$ cat config.mk
export PLATFORM = sky130hd
export DESIGN_NAME = bounded_priority_job_queue_core_flat
export DESIGN_NICKNAME = d
export VERILOG_FILES = /design/src/rtl/bpjq_pkg.sv /design/src/rtl/bpjq_if.sv /design/src/rtl/bounded_priority_job_queue_core.sv /design/src/flat_wrapper.sv
export SDC_FILE = /design/constraint.sdc
export NUM_CORES = 1
export LEC_CHECK = 0
export BUFFER_PORTS_ARGS = -buffer_cell sky130_fd_sc_hd__buf_2
export CAP_MARGIN = 20
export CORE_MARGIN = 2
export CORE_UTILIZATION = 55
export CTS_BUF_LIST = sky130_fd_sc_hd__clkbuf_16
export DETAILED_ROUTE_END_ITERATION = 6
export GPL_TIMING_DRIVEN = 0
export PLACE_DENSITY = 0.72
export SLEW_MARGIN = 5
export SYNTH_ARGS = -nofsm -noshare
export SYNTH_HDL_FRONTEND = slang
export SYNTH_SLANG_ARGS = --single-unit
export TNS_END_PERCENT = 1
$ cat constraint.sdc
create_clock -name clk -period 4.38 [get_ports clk]
set_clock_uncertainty 0.05 [all_clocks]
set_input_delay 0.657 -clock clk [delete_from_list [all_inputs] [get_ports clk]]
set_output_delay 0.657 -clock clk [all_outputs]
set_load 0.01 [all_outputs]
$ cat src/rtl/bpjq_pkg.sv
// Shared types and codes for the bounded priority job queue.
// No dependencies; imported by the channel interfaces, the core and its checker.
package bpjq_pkg;

  localparam int JOB_W    = 8;
  localparam int RANK_W   = 8;
  localparam int STATUS_W = 2;
  localparam int COUNT_W  = 5;

  typedef logic [JOB_W-1:0]   job_id_t;
  typedef logic [RANK_W-1:0]  rank_t;
  typedef logic [COUNT_W-1:0] count_t;

  // operation carried by an input transaction
  typedef enum logic {
    FUNC_INSERT  = 1'b0,
    FUNC_EXTRACT = 1'b1
  } func_t;

  // result status codes
  typedef enum logic [STATUS_W-1:0] {
    ST_DONE  = 2'd0,
    ST_FULL  = 2'd1,
    ST_EMPTY = 2'd2
  } status_t;

  // one queue slot as held in the slot memory
  typedef struct packed {
    job_id_t job_id;
    rank_t   rank;
  } slot_t;

  // sequencer states
  typedef enum logic [2:0] {
    S_IDLE,
    S_INS,
    S_INS_HEAD,
    S_EXT_HEAD,
    S_EXT_SHIFT,
    S_DONE
  } state_t;

endpackage

$ cat src/rtl/bpjq_if.sv
// Valid/ready channel interfaces for job requests and queue results.
// Depends on bpjq_pkg for the payload types.
interface bpjq_in_if import bpjq_pkg::*; ();
  logic    valid;
  logic    ready;
  func_t   func;
  job_id_t job_id;
  rank_t   rank;

  modport source (output valid, func, job_id, rank, input ready);
  modport sink   (input valid, func, job_id, rank, output ready);
endinterface

interface bpjq_out_if import bpjq_pkg::*; ();
  logic    valid;
  logic    ready;
  status_t status;
  job_id_t out_job_id;
  rank_t   out_rank;
  count_t  count;

  modport source (output valid, status, out_job_id, out_rank, count, input ready);
  modport sink   (input valid, status, out_job_id, out_rank, count, output ready);
endinterface

$ cat src/rtl/bounded_priority_job_queue_core.sv
// Bounded priority job queue: slots sorted by rank, highest first, FIFO among equals.
// An insert scans from the tail, moving each lower-ranked slot one place back; an extract
// moves each remaining slot one place forward. Throughput: one transaction at a time, bounded
// by the single read and single write port of the slot memory moving one slot per cycle.
// Reset: sequencer idle, occupancy zero, output empty; slot memory is not cleared.
// Depends on bpjq_pkg and bpjq_if.
module bounded_priority_job_queue_core import bpjq_pkg::*; #(
  parameter int CAPACITY = 16
) (
  input  logic       clk,
  input  logic       rst_n,
  bpjq_in_if.sink    in_ch,
  bpjq_out_if.source out_ch
);

  localparam int IDX_W = $clog2(CAPACITY);
  localparam int CNT_W = $clog2(CAPACITY + 1);

  typedef logic [IDX_W-1:0] idx_t;
  typedef logic [CNT_W-1:0] cnt_t;

  // control registers
  state_t state_r, state_nxt;
  cnt_t   occ_r, occ_nxt;
  logic   out_valid_r, out_valid_nxt;

  // working and result registers
  idx_t    idx_r, idx_nxt;
  slot_t   new_r, new_nxt;
  status_t res_status_r, res_status_nxt;
  slot_t   res_slot_r, res_slot_nxt;
  status_t out_status_r, out_status_nxt;
  slot_t   out_slot_r, out_slot_nxt;
  count_t  out_count_r, out_count_nxt;

  // slot memory ports
  slot_t slot_mem [CAPACITY];
  slot_t rd_data_r;
  logic  rd_en, wr_en;
  idx_t  rd_addr, wr_addr;
  slot_t wr_data;

  // slot memory: one write and one registered read per cycle
  always_ff @(posedge clk) begin
    if (wr_en) begin
      slot_mem[wr_addr] <= wr_data;
    end
    if (rd_en) begin
      rd_data_r <= slot_mem[rd_addr];
    end
  end

  // sequencer: next state, memory accesses and result
  always_comb begin
    state_nxt      = state_r;
    occ_nxt        = occ_r;
    out_valid_nxt  = out_valid_r;
    idx_nxt        = idx_r;
    new_nxt        = new_r;
    res_status_nxt = res_status_r;
    res_slot_nxt   = res_slot_r;
    out_status_nxt = out_status_r;
    out_slot_nxt   = out_slot_r;
    out_count_nxt  = out_count_r;
    rd_en          = 1'b0;
    rd_addr        = '0;
    wr_en          = 1'b0;
    wr_addr        = '0;
    wr_data        = new_r;

    // result taken downstream
    if (out_valid_r && out_ch.ready) begin
      out_valid_nxt = 1'b0;
    end

    unique case (state_r)
      S_IDLE: begin
        if (in_ch.valid) begin
          new_nxt        = '{job_id: in_ch.job_id, rank: in_ch.rank};
          res_status_nxt = ST_DONE;
          res_slot_nxt   = '0;
          if (in_ch.func == FUNC_INSERT) begin
            if (occ_r >= cnt_t'(CAPACITY)) begin
              res_status_nxt = ST_FULL;
              state_nxt      = S_DONE;
            end else if (occ_r == '0) begin
              // first job goes straight to the head
              wr_en     = 1'b1;
              wr_addr   = '0;
              wr_data   = '{job_id: in_ch.job_id, rank: in_ch.rank};
              occ_nxt   = cnt_t'(1);
              state_nxt = S_DONE;
            end else begin
              // scan from the tail towards the head
              rd_en     = 1'b1;
              rd_addr   = idx_t'(occ_r - cnt_t'(1));
              idx_nxt   = idx_t'(occ_r - cnt_t'(1));
              state_nxt = S_INS;
            end
          end else begin
            if (occ_r == '0) begin
              res_status_nxt = ST_EMPTY;
              state_nxt      = S_DONE;
            end else begin
              rd_en     = 1'b1;
              rd_addr   = '0;
              state_nxt = S_EXT_HEAD;
            end
          end
        end
      end

      S_INS: begin
        wr_en   = 1'b1;
        wr_addr = idx_t'(idx_r + idx_t'(1));
        if (rd_data_r.rank >= new_r.rank) begin
          // new job lands behind this one
          wr_data   = new_r;
          occ_nxt   = cnt_t'(occ_r + cnt_t'(1));
          state_nxt = S_DONE;
        end else begin
          // move this slot one place back
          wr_data = rd_data_r;
          if (idx_r == '0) begin
            state_nxt = S_INS_HEAD;
          end else begin
            rd_en   = 1'b1;
            rd_addr = idx_t'(idx_r - idx_t'(1));
            idx_nxt = idx_t'(idx_r - idx_t'(1));
          end
        end
      end

      S_INS_HEAD: begin
        wr_en     = 1'b1;
        wr_addr   = '0;
        wr_data   = new_r;
        occ_nxt   = cnt_t'(occ_r + cnt_t'(1));
        state_nxt = S_DONE;
      end

      S_EXT_HEAD: begin
        res_slot_nxt = rd_data_r;
        if (occ_r == cnt_t'(1)) begin
          occ_nxt   = '0;
          state_nxt = S_DONE;
        end else begin
          rd_en     = 1'b1;
          rd_addr   = idx_t'(1);
          idx_nxt   = '0;
          state_nxt = S_EXT_SHIFT;
        end
      end

      S_EXT_SHIFT: begin
        // close the gap one slot at a time
        wr_en   = 1'b1;
        wr_addr = idx_r;
        wr_data = rd_data_r;
        if ((cnt_t'(idx_r) + cnt_t'(2)) == occ_r) begin
          occ_nxt   = cnt_t'(occ_r - cnt_t'(1));
          state_nxt = S_DONE;
        end else begin
          rd_en   = 1'b1;
          rd_addr = idx_t'(idx_r + idx_t'(2));
          idx_nxt = idx_t'(idx_r + idx_t'(1));
        end
      end

      S_DONE: begin
        // hand the result to the output register once it is free
        if (!out_valid_r || out_ch.ready) begin
          out_valid_nxt  = 1'b1;
          out_status_nxt = res_status_r;
          out_slot_nxt   = res_slot_r;
          out_count_nxt  = count_t'(occ_r);
          state_nxt      = S_IDLE;
        end
      end

      default: begin
        state_nxt = S_IDLE;
      end
    endcase
  end

  // control state
  always_ff @(posedge clk) begin
    if (!rst_n) begin
      state_r     <= S_IDLE;
      occ_r       <= '0;
      out_valid_r <= 1'b0;
    end else begin
      state_r     <= state_nxt;
      occ_r       <= occ_nxt;
      out_valid_r <= out_valid_nxt;
    end
  end

  // payload registers
  always_ff @(posedge clk) begin
    idx_r        <= idx_nxt;
    new_r        <= new_nxt;
    res_status_r <= res_status_nxt;
    res_slot_r   <= res_slot_nxt;
    out_status_r <= out_status_nxt;
    out_slot_r   <= out_slot_nxt;
    out_count_r  <= out_count_nxt;
  end

  assign in_ch.ready       = (state_r == S_IDLE);
  assign out_ch.valid      = out_valid_r;
  assign out_ch.status     = out_status_r;
  assign out_ch.out_job_id = out_slot_r.job_id;
  assign out_ch.out_rank   = out_slot_r.rank;
  assign out_ch.count      = out_count_r;

endmodule

$ cat src/flat_wrapper.sv
// flat-port wrapper written by rule: the top's interface ports become plain ports
module bounded_priority_job_queue_core_flat import bpjq_pkg::*;
#(
  parameter int CAPACITY = 16
)
  (clk, rst_n, in_ch_valid, in_ch_func, in_ch_job_id, in_ch_rank, in_ch_ready, out_ch_valid, out_ch_status, out_ch_out_job_id, out_ch_out_rank, out_ch_count, out_ch_ready);
  bpjq_in_if in_ch_i ();
  bpjq_out_if out_ch_i ();
  input  logic clk;
  input  logic rst_n;
  input wire logic [$bits(in_ch_i.valid)-1:0] in_ch_valid;
  input wire logic [$bits(in_ch_i.func)-1:0] in_ch_func;
  input wire logic [$bits(in_ch_i.job_id)-1:0] in_ch_job_id;
  input wire logic [$bits(in_ch_i.rank)-1:0] in_ch_rank;
  output wire logic [$bits(in_ch_i.ready)-1:0] in_ch_ready;
  output wire logic [$bits(out_ch_i.valid)-1:0] out_ch_valid;
  output wire logic [$bits(out_ch_i.status)-1:0] out_ch_status;
  output wire logic [$bits(out_ch_i.out_job_id)-1:0] out_ch_out_job_id;
  output wire logic [$bits(out_ch_i.out_rank)-1:0] out_ch_out_rank;
  output wire logic [$bits(out_ch_i.count)-1:0] out_ch_count;
  input wire logic [$bits(out_ch_i.ready)-1:0] out_ch_ready;
  assign in_ch_i.valid = in_ch_valid;
  assign in_ch_i.func = in_ch_func;
  assign in_ch_i.job_id = in_ch_job_id;
  assign in_ch_i.rank = in_ch_rank;
  assign in_ch_ready = in_ch_i.ready;
  assign out_ch_valid = out_ch_i.valid;
  assign out_ch_status = out_ch_i.status;
  assign out_ch_out_job_id = out_ch_i.out_job_id;
  assign out_ch_out_rank = out_ch_i.out_rank;
  assign out_ch_count = out_ch_i.count;
  assign out_ch_i.ready = out_ch_ready;
  bounded_priority_job_queue_core #(.CAPACITY(CAPACITY)) u_core (.clk(clk), .rst_n(rst_n), .in_ch(in_ch_i), .out_ch(out_ch_i));
endmodule
# [Word-level counts from Yosys, hierarchy flattened]
# Memories as Yosys holds them, arrays and structs flattened. A register that Yosys moved wholly into a read port is not among the register bits.
# Index checks and enable logic that the tools add are counted.
[totals] inputBits=21 ram_bits=256 word_cells=127 mem_count=1 regBits=70 output_inout_bits=25
[classes] addsub=6 n_mux=68 n_reduce_logical=16 order_cmp=2 eq_ne=21
[memory_table] memory="u_core.slot_mem" depth=16 width=16 rd=1 rd_clocked_by_memory_dff=1 write_ports=1 line_no="bounded_priority_job_queue_core.sv:37" source="slot_t slot_mem [CAPACITY];"
[ops] operator="$mux 16" n=6
[ops] operator="$mux 4" n=15
[ops] operator="$pmux 16 s3" n=1
[ops] operator="$mux 5" n=7
[ops] operator="$pmux 16 s2" n=1
[ops] operator="$pmux 4 s4" n=2
[ops] operator="$mux 3" n=9
[ops] operator="$pmux 5 s5" n=1
[ops] operator="$mux 1" n=20
[ops] operator="$pmux 3 s6" n=1
[ops] operator="$ne 2x2->1 const B" n=8
[ops] operator="$ne 2x1->1 const B" n=5
[ops] operator="$reduce_and 9->1" n=1
[ops] operator="$ge 8x8->1" n=1
[ops] operator="$pmux 4 s2" n=1
[ops] operator="$reduce_and 8->1" n=1
[ops] operator="$eq 3x2->1 const B" n=2
[ops] operator="$eq 3x3->1 const B" n=2
[ops] operator="$reduce_and 2->1" n=3
[ops] operator="$add 4x2->5 const B" n=1
[ops] operator="$add 5x1->5 const B" n=1
[ops] operator="$eq 5x1->1 const B" n=1
[ops] operator="$eq 5x5->1" n=1
[ops] operator="$ge 5x5->1 const B" n=1
[ops] operator="other kinds (20)" n=21

# [Longest topological paths before layout]
# Gate-level depths: netlist (run 1).
[depth] ltp_word=8 ltp_mapped=13

# [Worst setup path before layout (run 1)]
# OpenSTA, ideal clock, no wires.
[synth_timing] path_kind="register to register" startpoint="reg u_core.state_r[2]" endpoint="reg, netlist name u_core.rd_data_r[0]" synth_period_minus_slack_ns=3.694 arrival_time_ns=3.197 stages_incl_launch_ff=7 setup_ns=0.447 path_slack_ns=0.686 required_ns=3.883 cell_sequence="dfxtp_1 -> buf_2 -> or3_1 -> clkbuf_1 -> inv_1 -> nand2_1 -> o311ai_0"
[synth_via] elab_chain_len=2
[synth_lines] element="from (decl)" line_no="bounded_priority_job_queue_core.sv:23" source="state_t state_r, state_nxt;"
[synth_lines] element="from (signal assigned)" line_no="bounded_priority_job_queue_core.sv:194" source="state_r <= state_nxt;"
[synth_lines] element="$logic_not 3->1"
[synth_lines] element="named net in_ch_ready" line_no="flat_wrapper.sv:15" source="output wire logic [$bits(in_ch_i.ready)-1:0] in_ch_ready;"
[synth_lines] element="$pmux 1 s4" line_no="bounded_priority_job_queue_core.sv:76" source="unique case (state_r)"
[synth_lines] element="named net u_core.rd_en" line_no="bounded_priority_job_queue_core.sv:39" source="logic rd_en, wr_en;"
# The timed path passes the listed nets, and every way through them passes these cells.
# A chain may end at the register's enable or synchronous reset.

# [Worst setup path in the final report (run 1)]
[layout_timing] startpoint="reg, netlist name u_core.rd_data_r[7]" endpoint="reg, netlist name u_core.rd_data_r[9]"
[layout_via] elab_chain_len=3
[layout_lines] element="$ge 8x8->1 *" line_no="bounded_priority_job_queue_core.sv:116" source="if (rd_data_r.rank >= new_r.rank) begin"
[layout_lines] element="$mux 4 / $mux 1 (equally long branches)" line_no="bounded_priority_job_queue_core.sv:116"
[layout_lines] element="$pmux 4 s4 / $pmux 1 s4 (equally long branches)" line_no="bounded_priority_job_queue_core.sv:76"
# Every way passes the cells marked *; elsewhere a longest branch is shown, timed or not.

==> results.md, run 1 <==
| Stage | Parameter | Value |
| --- | --- | --- |
| routing | Iteration-0 DRC Markers | 907 |
| clock network | Total CTS buffers | 36 |
| logic synthesis | Primary FF master, synth | sky130_fd_sc_hd__edfxtp_1 |
| logic synthesis | Mapped Avg Cell Area | 14.0 um^2 |
| sta | Final-layout setup total negative slack | 0 ns |
| finish | Area taken by flip-flops and latches | 10,200 um^2 |
| finish | Share of final-layout standard cells stronger than drive strength 1 | 0.151 |
| sta | Fin crit period | 4.17 ns |
| finish | Multi-input logic area | 3820 um^2 |
| place | Placer's final routability congestion estimate | 0.873 |
| pwr | Internal power of the cells | 8.58 mW |
| worst setup path | Worst path cell trace | ha_1 -> and3_1 -> a221o_1 -> or3_1 -> o211ai_2 -> clkbuf_1 -> nand2_1 -> a32o_1 -> nor4_1 |
| worst setup path | Slowest stage cell on the critical path | sky130_fd_sc_hd__nor4_1 |
| logic synthesis | Fraction of the yosys area taken by sequential cells | 0.710 |
| clock network | CTS root buffer | sky130_fd_sc_hd__clkbuf_16 |
| logic synthesis | Top post-synthesis cells by area | sky130_fd_sc_hd__edfxtp_1, sky130_fd_sc_hd__nand2_1, sky130_fd_sc_hd__nor2_1 |
| sta | Max Transition Viols Final | 0 |
| outcome | Result of the run | finished clean |
| logic synthesis | Async set-reset flop share out of synthesis | 0 |
| finish | Fraction of the core area covered by cells at the end of the flow | 0.631 |
| clock network | Hold buffer count at cts | 0 |
| clock network | Clk Latency, worst-skew pair | 0.53 ns |
| die | Die Footprint | 27,400 um^2 |
| logic synthesis | Cell taking the most area after synthesis | sky130_fd_sc_hd__edfxtp_1 |
| worst setup path | CP startpoint kind | flop |
| clock network | Total clock sinks | 342 |
| clock network | Clk slew on worst S/H paths | 0.07 ns |
| worst setup path | Required time of the critical path | 4.57 ns |
| sta | Worst-margin pin slew | 0.924 ns |
| worst setup path | Maximum fanout along the worst path | 10 |
| sta | Setup-failing EPs final | 0 |
| worst hold path | Hold Crit Class | primary input to flop |
| flow run | Maximum Capacitance Violations | 0 |
| pwr | Share of power burned in combinational logic | 0.421 |
| logic synthesis | Number of flip-flops and latches in the synthesized netlist | 342 |
| routing | Post-detailed-routing wire length | 33,300 um |
| clock network | Post-cts repair resize count | 0 |
| logic synthesis | Summed instance area of the synthesized netlist | 14,300 um^2 |
| finish | Total inserted antenna cells | 0 |
| logic synthesis | Gate count after technology mapping | 1,025 |
| die | Starting density of the core | 0.555 |
| worst setup path | Worst path top cell family by delay | compound AO/OA/AOI/OAI gates |
| routing | Post-detailed-route via-to-cell ratio | 6.09 |
| place | Count of buffers inserted at the top-level ports | 45 |
| grt | Overall overflow remaining after global route | 0 |
| logic synthesis | Number of library cell types mapped by synthesis | 76 |
| routing | TritonRoute pass-1 iters | 5 |
| finish | Nets | 1,159 |
| die | Floorplan core area | 25,800 um^2 |
| logic synthesis | Synthesized net count | 1,063 |
| routing | Antenna violation net count after detailed routing | 0 |
| place | Post-DP HPWL | 22,900 um |
| logic synthesis | Post-synth EDFFs | 333 |
| pwr | Net switching power | 5.68 mW |
| sta | Number of hold-slack violations in the final timing report | 0 |
| logic synthesis | Most frequently used cell type in the post-synthesis netlist | sky130_fd_sc_hd__edfxtp_1 |
| worst setup path | Type of element capturing the critical path | flop |
| sta | Fmax | 240 MHz |
| sta | Final clock period utilization by the worst path | 0.953 |
| routing | Post-route DRC | 0 |
| routing | Via total after detailed routing | 9,029 |
| logic synthesis | Area share of the largest cell type after synthesis | 0.698 |
| logic synthesis | Synthesis warning total | 0 |
| pwr | Relative contribution of the clock network to total power | 0.198 |
| worst setup path | Data arrival time of the worst path | 4.37 ns |
| grt | GRT Util Overall | 0.244 |
| finish | Fin cells | 1,482 |
| finish | Area Growth Syn to Fin | 13.7% |
| pwr | Switching part of the total power | 0.398 |
| pwr | Leakage | 5.91 nW |
| clock network | H-tree depth | 2 |
| logic synthesis | Top post-synthesis cells by count | sky130_fd_sc_hd__edfxtp_1, sky130_fd_sc_hd__nand2_1, sky130_fd_sc_hd__nor2_1 |
| pwr | Seq pwr share | 0.382 |
| die | Chip width | 165 um |
| clock network | Clock tree from TritonCTS | built |
| die | Vertical die dimension | 165 um |
| pwr | Largest vdd supply drop | 0.000511 V |
| pwr | Power per cell area | 875 nW/um^2 |
| grt | Largest net degree at the start of global routing | 19 |
| worst setup path | Maximum cell stage delay along the critical path | 0.57 ns |
| clock network | Post-CTS setup buffers | 0 |
| grt | Antenna violations before repair | 0 |
| grt | Via count of the first global-routing pass | 8,592 |
| die | Number of top-level pins | 46 |
| finish | Fill cells | 1,884 |
| worst setup path | Bufs and invs on worst path | 1 |
| routing | Average routed wire per standard cell | 22.4 um |
| sta | Headroom to the max-slew limit | 0.384 |
| grt | First-pass GRT wire length | 49,300 um |
| place | Count of placed standard cells including taps | 1,418 |
| sta | Setup repair after global routing missed its margin | no |
| die | Count of standard-cell rows | 59 |
| worst setup path | Critical Setup Path Class | flop to flop |
| clock network | Bufs on Longest Clock Path | 3 |
-- path summary, 6_finish.rpt --
check / slack, ns / end / depth (start not counted) / start
worst min-delay path: 0.28 / u_core.new_r[1] / 1 / in_ch_rank[1]
worst max register to register: 0.21 / u_core.rd_data_r[9] / 9 / u_core.rd_data_r[7]
worst max-delay path: 0.21 / u_core.rd_data_r[9] / 9 / u_core.rd_data_r[7]
worst min register to register: 0.36 / u_core.out_ch.out_job_id[6] / 0 / u_core.res_slot_r[14]
-- registers in the layout, summed over array words and instances (netlist names) --
register,cells
u_core.out_ch.out_job_id,8
u_core.slot_mem,256
u_core.out_ch.out_rank,8
u_core.new_r,16
u_core.occ_r,5
u_core.res_status_r,2
u_core.res_slot_r,16
u_core.out_ch.valid,1
u_core.rd_data_r,16
u_core.idx_r,4
u_core.out_ch.count,5
u_core.state_r,3
u_core.out_ch.status,2
-- through the flow --
stage	instance area, um^2	hold slack (ns)	total power [mW]	setup slack (ns)
global route	16300	0.262	14.9	0.0786
CTS	16300	0.260	14.2	0.127
floorplan	14300	0.350	9.24	0.686
global placement	15000	0.350	11.1	-0.252
detailed placement	15200	0.355	11.4	0.152
finish	16300	0.280	14.3	0.207
-- final cells by class --
| cell class | count | area share |
|---|---|---|
| timing repair buffer | 58 | 0.0247 |
| multi-input combinational | 597 | 0.235 |
| tap | 335 | 0.0257 |
| clock buffer | 36 | 0.0553 |
| sequential | 342 | 0.625 |
| buffer | 52 | 0.0153 |
| inverter | 34 | 0.00783 |
| clock inverter | 28 | 0.0120 |
-- per-layer routing --
layer | wire length (um) | track usage | vias to the layer above | share of wire
li1 | - | - | 4093 | -
met1 | 14200 | 0.341 | 4450 | 0.43
met2 | 15800 | 0.405 | 431 | 0.48
met3 | 2560 | 0.0365 | 55 | 0.077
met4 | 699 | 0.0619 | 0 | 0.021
met5 | 0 | 0 | - | 0
-- layout by cell type (no fill, tap or decap), types with 6 or more instances in the layout --
cell type,count
sky130_fd_sc_hd__clkbuf_1,24
sky130_fd_sc_hd__clkinvlp_4,6
sky130_fd_sc_hd__mux2i_1,47
sky130_fd_sc_hd__dfxtp_1,9
sky130_fd_sc_hd__nand2b_1,9
sky130_fd_sc_hd__buf_4,7
sky130_fd_sc_hd__edfxtp_1,333
sky130_fd_sc_hd__nand2_1,140
sky130_fd_sc_hd__nand3_1,7
sky130_fd_sc_hd__a32oi_1,8
sky130_fd_sc_hd__clkbuf_16,36
sky130_fd_sc_hd__inv_1,40
sky130_fd_sc_hd__ha_1,17
sky130_fd_sc_hd__o21ai_0,14
sky130_fd_sc_hd__nor2_1,112
sky130_fd_sc_hd__and2_1,20
sky130_fd_sc_hd__a222oi_1,16
sky130_fd_sc_hd__buf_8,8
sky130_fd_sc_hd__buf_2,65
sky130_fd_sc_hd__nor3_1,11
sky130_fd_sc_hd__nor2_2,18
sky130_fd_sc_hd__o22ai_1,18
sky130_fd_sc_hd__a21oi_1,13
sky130_fd_sc_hd__nor4_1,14
sky130_fd_sc_hd__a32o_1,41
sky130_fd_sc_hd__xor2_1,6
-- power groups by stage --
stage	Combinational [mW]	Clock, mW	Sequential, mW
6_report	6.00	2.82	5.44
5_1_grt	6.45	2.98	5.50
4_1_cts	5.90	2.85	5.44
3_5_place_dp	5.86	0	5.50
3_3_place_gp	5.60	0	5.49
2_1_floorplan	3.81	0	5.43
-- logic make-up after synthesis --
logic type / after synthesis / share of synthesized area
buffers and inverters: 86 / 0.0261
AND/OR/NAND/NOR: 363 / 0.116
adder cells (fa/ha/maj): 17 / 0.0148
XOR/XNOR: 11 / 0.00777
flip-flops: 342 / 0.710
AO/OA/AOI/OAI: 158 / 0.0916
multiplexers: 48 / 0.0336
(Power assumes the default switching activity.)
==> inputs of run 2 (changes only) <==
- SETUP_SLACK_MARGIN: not set -> 0.5
==> run 2 against run 1 <==
  * Cell count rose by 0.20%
  * Die area did not move
  * Global-route usage barely moved
  * Clock power barely moved
  * Highest routed layer unchanged
==> results.md, run 2 (synthesis gave the netlist of run 1 again) <==
| Stage | Parameter | Value | Delta |
| --- | --- | --- | --- |
| clock network | Total CTS buffers | 36 | unchanged |
| place | Post-DP HPWL | 22,900 um | unchanged |
| worst setup path | Beginning of the critical path | u_core.rd_data_r[7] |  |
| worst hold path | Start point of the worst hold path | in_ch_job_id[0] |  |
| clock network | Total clock sinks | 342 | unchanged |
| grt | Antenna violations before repair | 0 | unchanged |
| sta | Max Transition Viols Final | 0 | unchanged |
| routing | Iteration-0 DRC Markers | 961 | +6.0% |
| sta | Worst-margin pin slew | 0.946 ns | +0.0229 ns |
| grt | GRT Util Overall | 0.244 | about the same |
| worst hold path | Hold Crit Class | primary input to flop |  |
| finish | Nets | 1,162 | +0.26% |
| finish | Share of final-layout standard cells stronger than drive strength 1 | 0.170 | +0.0187 |
| finish | Most common cell after layout, fill and taps aside | sky130_fd_sc_hd__edfxtp_1 |  |
| worst setup path | Critical Setup Path Class | flop to flop |  |
| grt | Largest net degree at the start of global routing | 19 | unchanged |
| pwr | Share of power burned in combinational logic | 0.430 | +0.009 |
| worst setup path | Data arrival time of the worst path | 4.15 ns | -0.22 ns |
| pwr | Internal power of the cells | 8.73 mW | +1.7% |
| worst setup path | Worst path cell trace | ha_1 -> and3_1 -> a221o_1 -> or3_1 -> o211ai_4 -> clkbuf_2 -> nand2_1 -> a32o_1 -> nor4_1 |  |
| pwr | Switching part of the total power | 0.397 | -0.00115 |
| pwr | Power per cell area | 882 nW/um^2 | +0.73% |
| worst setup path | Slowest stage cell on the critical path | sky130_fd_sc_hd__nor4_1 |  |
| clock network | Bufs on Longest Clock Path | 3 | unchanged |
| finish | Area Growth Syn to Fin | 14.6% |  |
| outcome | Result of the run | finished clean |  |
| sta | Final clock period utilization by the worst path | 0.906 | -0.0472 |
| sta | Minimum hold slack | 0.277 ns | -0.00338 ns |
| worst setup path | Required time of the critical path | 4.56 ns | about the same |
| finish | Register name with the most flops | u_core.slot_mem |  |
| worst setup path | Worst flop-to-flop path endpoint | u_core.rd_data_r[14] |  |
| grt | First-pass GRT wire length | 49,400 um | about the same |
| pwr | Seq pwr share | 0.376 | -0.006 |
| place | Placer's final routability congestion estimate | 0.873 | unchanged |
| worst setup path | Setup slack on the worst flop-to-flop path | 0.41 ns | +0.21 ns |
| grt | Overall overflow remaining after global route | 0 | unchanged |
| sta | Number of hold-slack violations in the final timing report | 0 | unchanged |
| finish | Most frequent cells in the layout | sky130_fd_sc_hd__edfxtp_1, sky130_fd_sc_hd__nand2_1, sky130_fd_sc_hd__nor2_1, sky130_fd_sc_hd__buf_2, sky130_fd_sc_hd__mux2i_1 |  |
| routing | Post-route DRC | 0 | unchanged |
| worst setup path | Worst path top cell family by delay | simple AND/OR/NAND/NOR gates |  |
| die | Starting density of the core | 0.555 | unchanged |
| routing | Post-detailed-route via-to-cell ratio | 6.07 | -0.31% |
| clock network | Clk Latency, worst-skew pair | 0.53 ns | about the same |
| sta | Fin crit period | 3.97 ns | -0.207 ns |
| routing | Post-detailed-routing wire length | 33,300 um | about the same |
| worst hold path | Hold Crit Endpoint | u_core.new_r[8] |  |
| worst setup path | Type of element capturing the critical path | flop |  |
| die | Vertical die dimension | 165 um | unchanged |
| place | Count of buffers inserted at the top-level ports | 45 | unchanged |
| die | Count of standard-cell rows | 59 | unchanged |
| flow run | Maximum Capacitance Violations | 0 | unchanged |
| routing | Antenna violation net count after detailed routing | 0 | unchanged |
| pwr | Leakage | 5.96 nW | +0.87% |
| finish | Number of flip-flops under the largest register name | 256 | unchanged |
| sta | Setup-failing EPs final | 0 | unchanged |
| sta | Setup repair after global routing missed its margin | yes |  |
| worst setup path | Maximum fanout along the worst path | 10 | unchanged |
| worst setup path | CP startpoint kind | flop |  |
| place | Post-Place Worst Slack | 0.152 ns | unchanged |
| worst setup path | Number of cells traversed by the worst register-to-register path | 9 | unchanged |
| sta | Final worst setup slack | 0.413 ns | +0.207 ns |
| pwr | Largest vdd supply drop | 0.000510 V | -0.16% |
| clock network | Clk slew on worst S/H paths | 0.06 ns | about the same |
| worst setup path | Critical R2R Launch | u_core.rd_data_r[7] |  |
| die | Floorplan core area | 25,800 um^2 | unchanged |
| clock network | H-tree depth | 2 | unchanged |
| clock network | Clock tree from TritonCTS | built |  |
| routing | Via total after detailed routing | 9,019 | -0.11% |
| pwr | Net switching power | 5.75 mW | +1.2% |
| sta | Fmax | 252 MHz | +5.2% |
| grt | Via count of the first global-routing pass | 8,602 | +0.12% |
| worst setup path | Bufs and invs on worst path | 1 | unchanged |
| die | Chip width | 165 um | unchanged |
| die | Die Footprint | 27,400 um^2 | unchanged |
| pwr | Relative contribution of the clock network to total power | 0.195 | -0.003 |
| worst setup path | Maximum cell stage delay along the critical path | 0.55 ns | -0.02 ns |
| clock network | CTS root buffer | sky130_fd_sc_hd__clkbuf_16 |  |
| finish | Total inserted antenna cells | 0 | unchanged |
| routing | TritonRoute pass-1 iters | 6 | +1 |
| die | Number of top-level pins | 46 | unchanged |
| routing | Average routed wire per standard cell | 22.4 um | -0.17% |
| worst hold path | Worst hold path stage count | 1 | unchanged |
| sta | Headroom to the max-slew limit | 0.368 | -0.0153 |
[run 2: cell count changes in the layout (fill, tap and decap cells not counted), moves of 2 or more]
cell                       delta
sky130_fd_sc_hd__nor4_2      +10
sky130_fd_sc_hd__clkbuf_1     -6
sky130_fd_sc_hd__nor2_4       +2
sky130_fd_sc_hd__nor2_2       -2
sky130_fd_sc_hd__nor4_1      -10
sky130_fd_sc_hd__clkbuf_2     +6
sky130_fd_sc_hd__buf_4        +3
[run 2: timing repair]
| item | CTS | global route |
|---|---|---|
| gates cloned | 0 | 0 |
| endpoints found under the setup margin | 15 | 199 |
| gates resized for setup | 8 | 20 |
| pin swaps | 0 | 1 |
| hold buffers | 0 | 0 |
| setup buffers | 0 | 3 |
[run 2: power by group through the flow]
stage / Combinational (mW) / Sequential (mW) / Clock, mW
floorplan: 3.81 / 5.43 / 0
global placement: 5.60 / 5.49 / 0
detailed placement: 5.86 / 5.50 / 0
CTS: 5.94 / 5.44 / 2.85
global route: 6.69 / 5.50 / 2.98
finish: 6.23 / 5.44 / 2.82
[run 2: final cells by class]
type | count | area, um^2
Buffer | 52 | 256
Clock buffer | 36 | 901
Clock inverter | 28 | 195
Fill cell | 1864 | 9410
Inverter | 34 | 128
Multi-Input combinational cell | 597 | 3920
Sequential cell | 342 | 10200
Tap cell | 335 | 419
Timing Repair Buffer | 61 | 425
[run 2: through the flow]
step | util | std cells | instance area, um^2 | total power, mW | setup TNS [ns]
2_1_floorplan | - | 1025 | 14300 | 9.24 | 0
3_3_place_gp | 0.580 | 1405 | 15000 | 11.1 | -4.01
3_5_place_dp | 0.588 | 1418 | 15200 | 11.4 | 0
4_1_cts | 0.632 | 1482 | 16300 | 14.2 | 0
5_1_grt | 0.636 | 1485 | 16400 | 15.2 | 0
6_report | 0.636 | 1485 | 16400 | 14.5 | 0
[run 2: metal layers]
| layer | up-vias | track usage | wire length (um) |
|---|---|---|---|
| li1 | 4102 | - | - |
| met1 | 4427 | 0.341 | 13800 |
| met2 | 436 | 0.406 | 16000 |
| met3 | 54 | 0.0367 | 2750 |
| met4 | 0 | 0.0627 | 695 |
| met5 | - | 0 | 0 |
[run 2: worst reg2reg max path, delay by kind of cell, from the launching register on]
kind                     cells  cell delay (ns)
adder cells (fa/ha/maj)      1             0.34
flip-flops                   1             0.45
buffers and inverters        1             0.41
AO/OA/AOI/OAI                3             1.15
AND/OR/NAND/NOR              4             1.28
[run 2: worst max-delay path by stage]
| stage | to | slack (ns) | cells past startpoint |
|---|---|---|---|
| after floorplan | u_core.rd_data_r[0] | 0.69 | 6 |
| after global placement | u_core.rd_data_r[8] | -0.25 | 6 |
| after detailed placement | u_core.rd_data_r[10] | 0.15 | 9 |
| after CTS | u_core.rd_data_r[9] | 0.38 | 12 |
| after global routing | u_core.rd_data_r[14] | 0.31 | 12 |
| final | u_core.rd_data_r[14] | 0.41 | 9 |
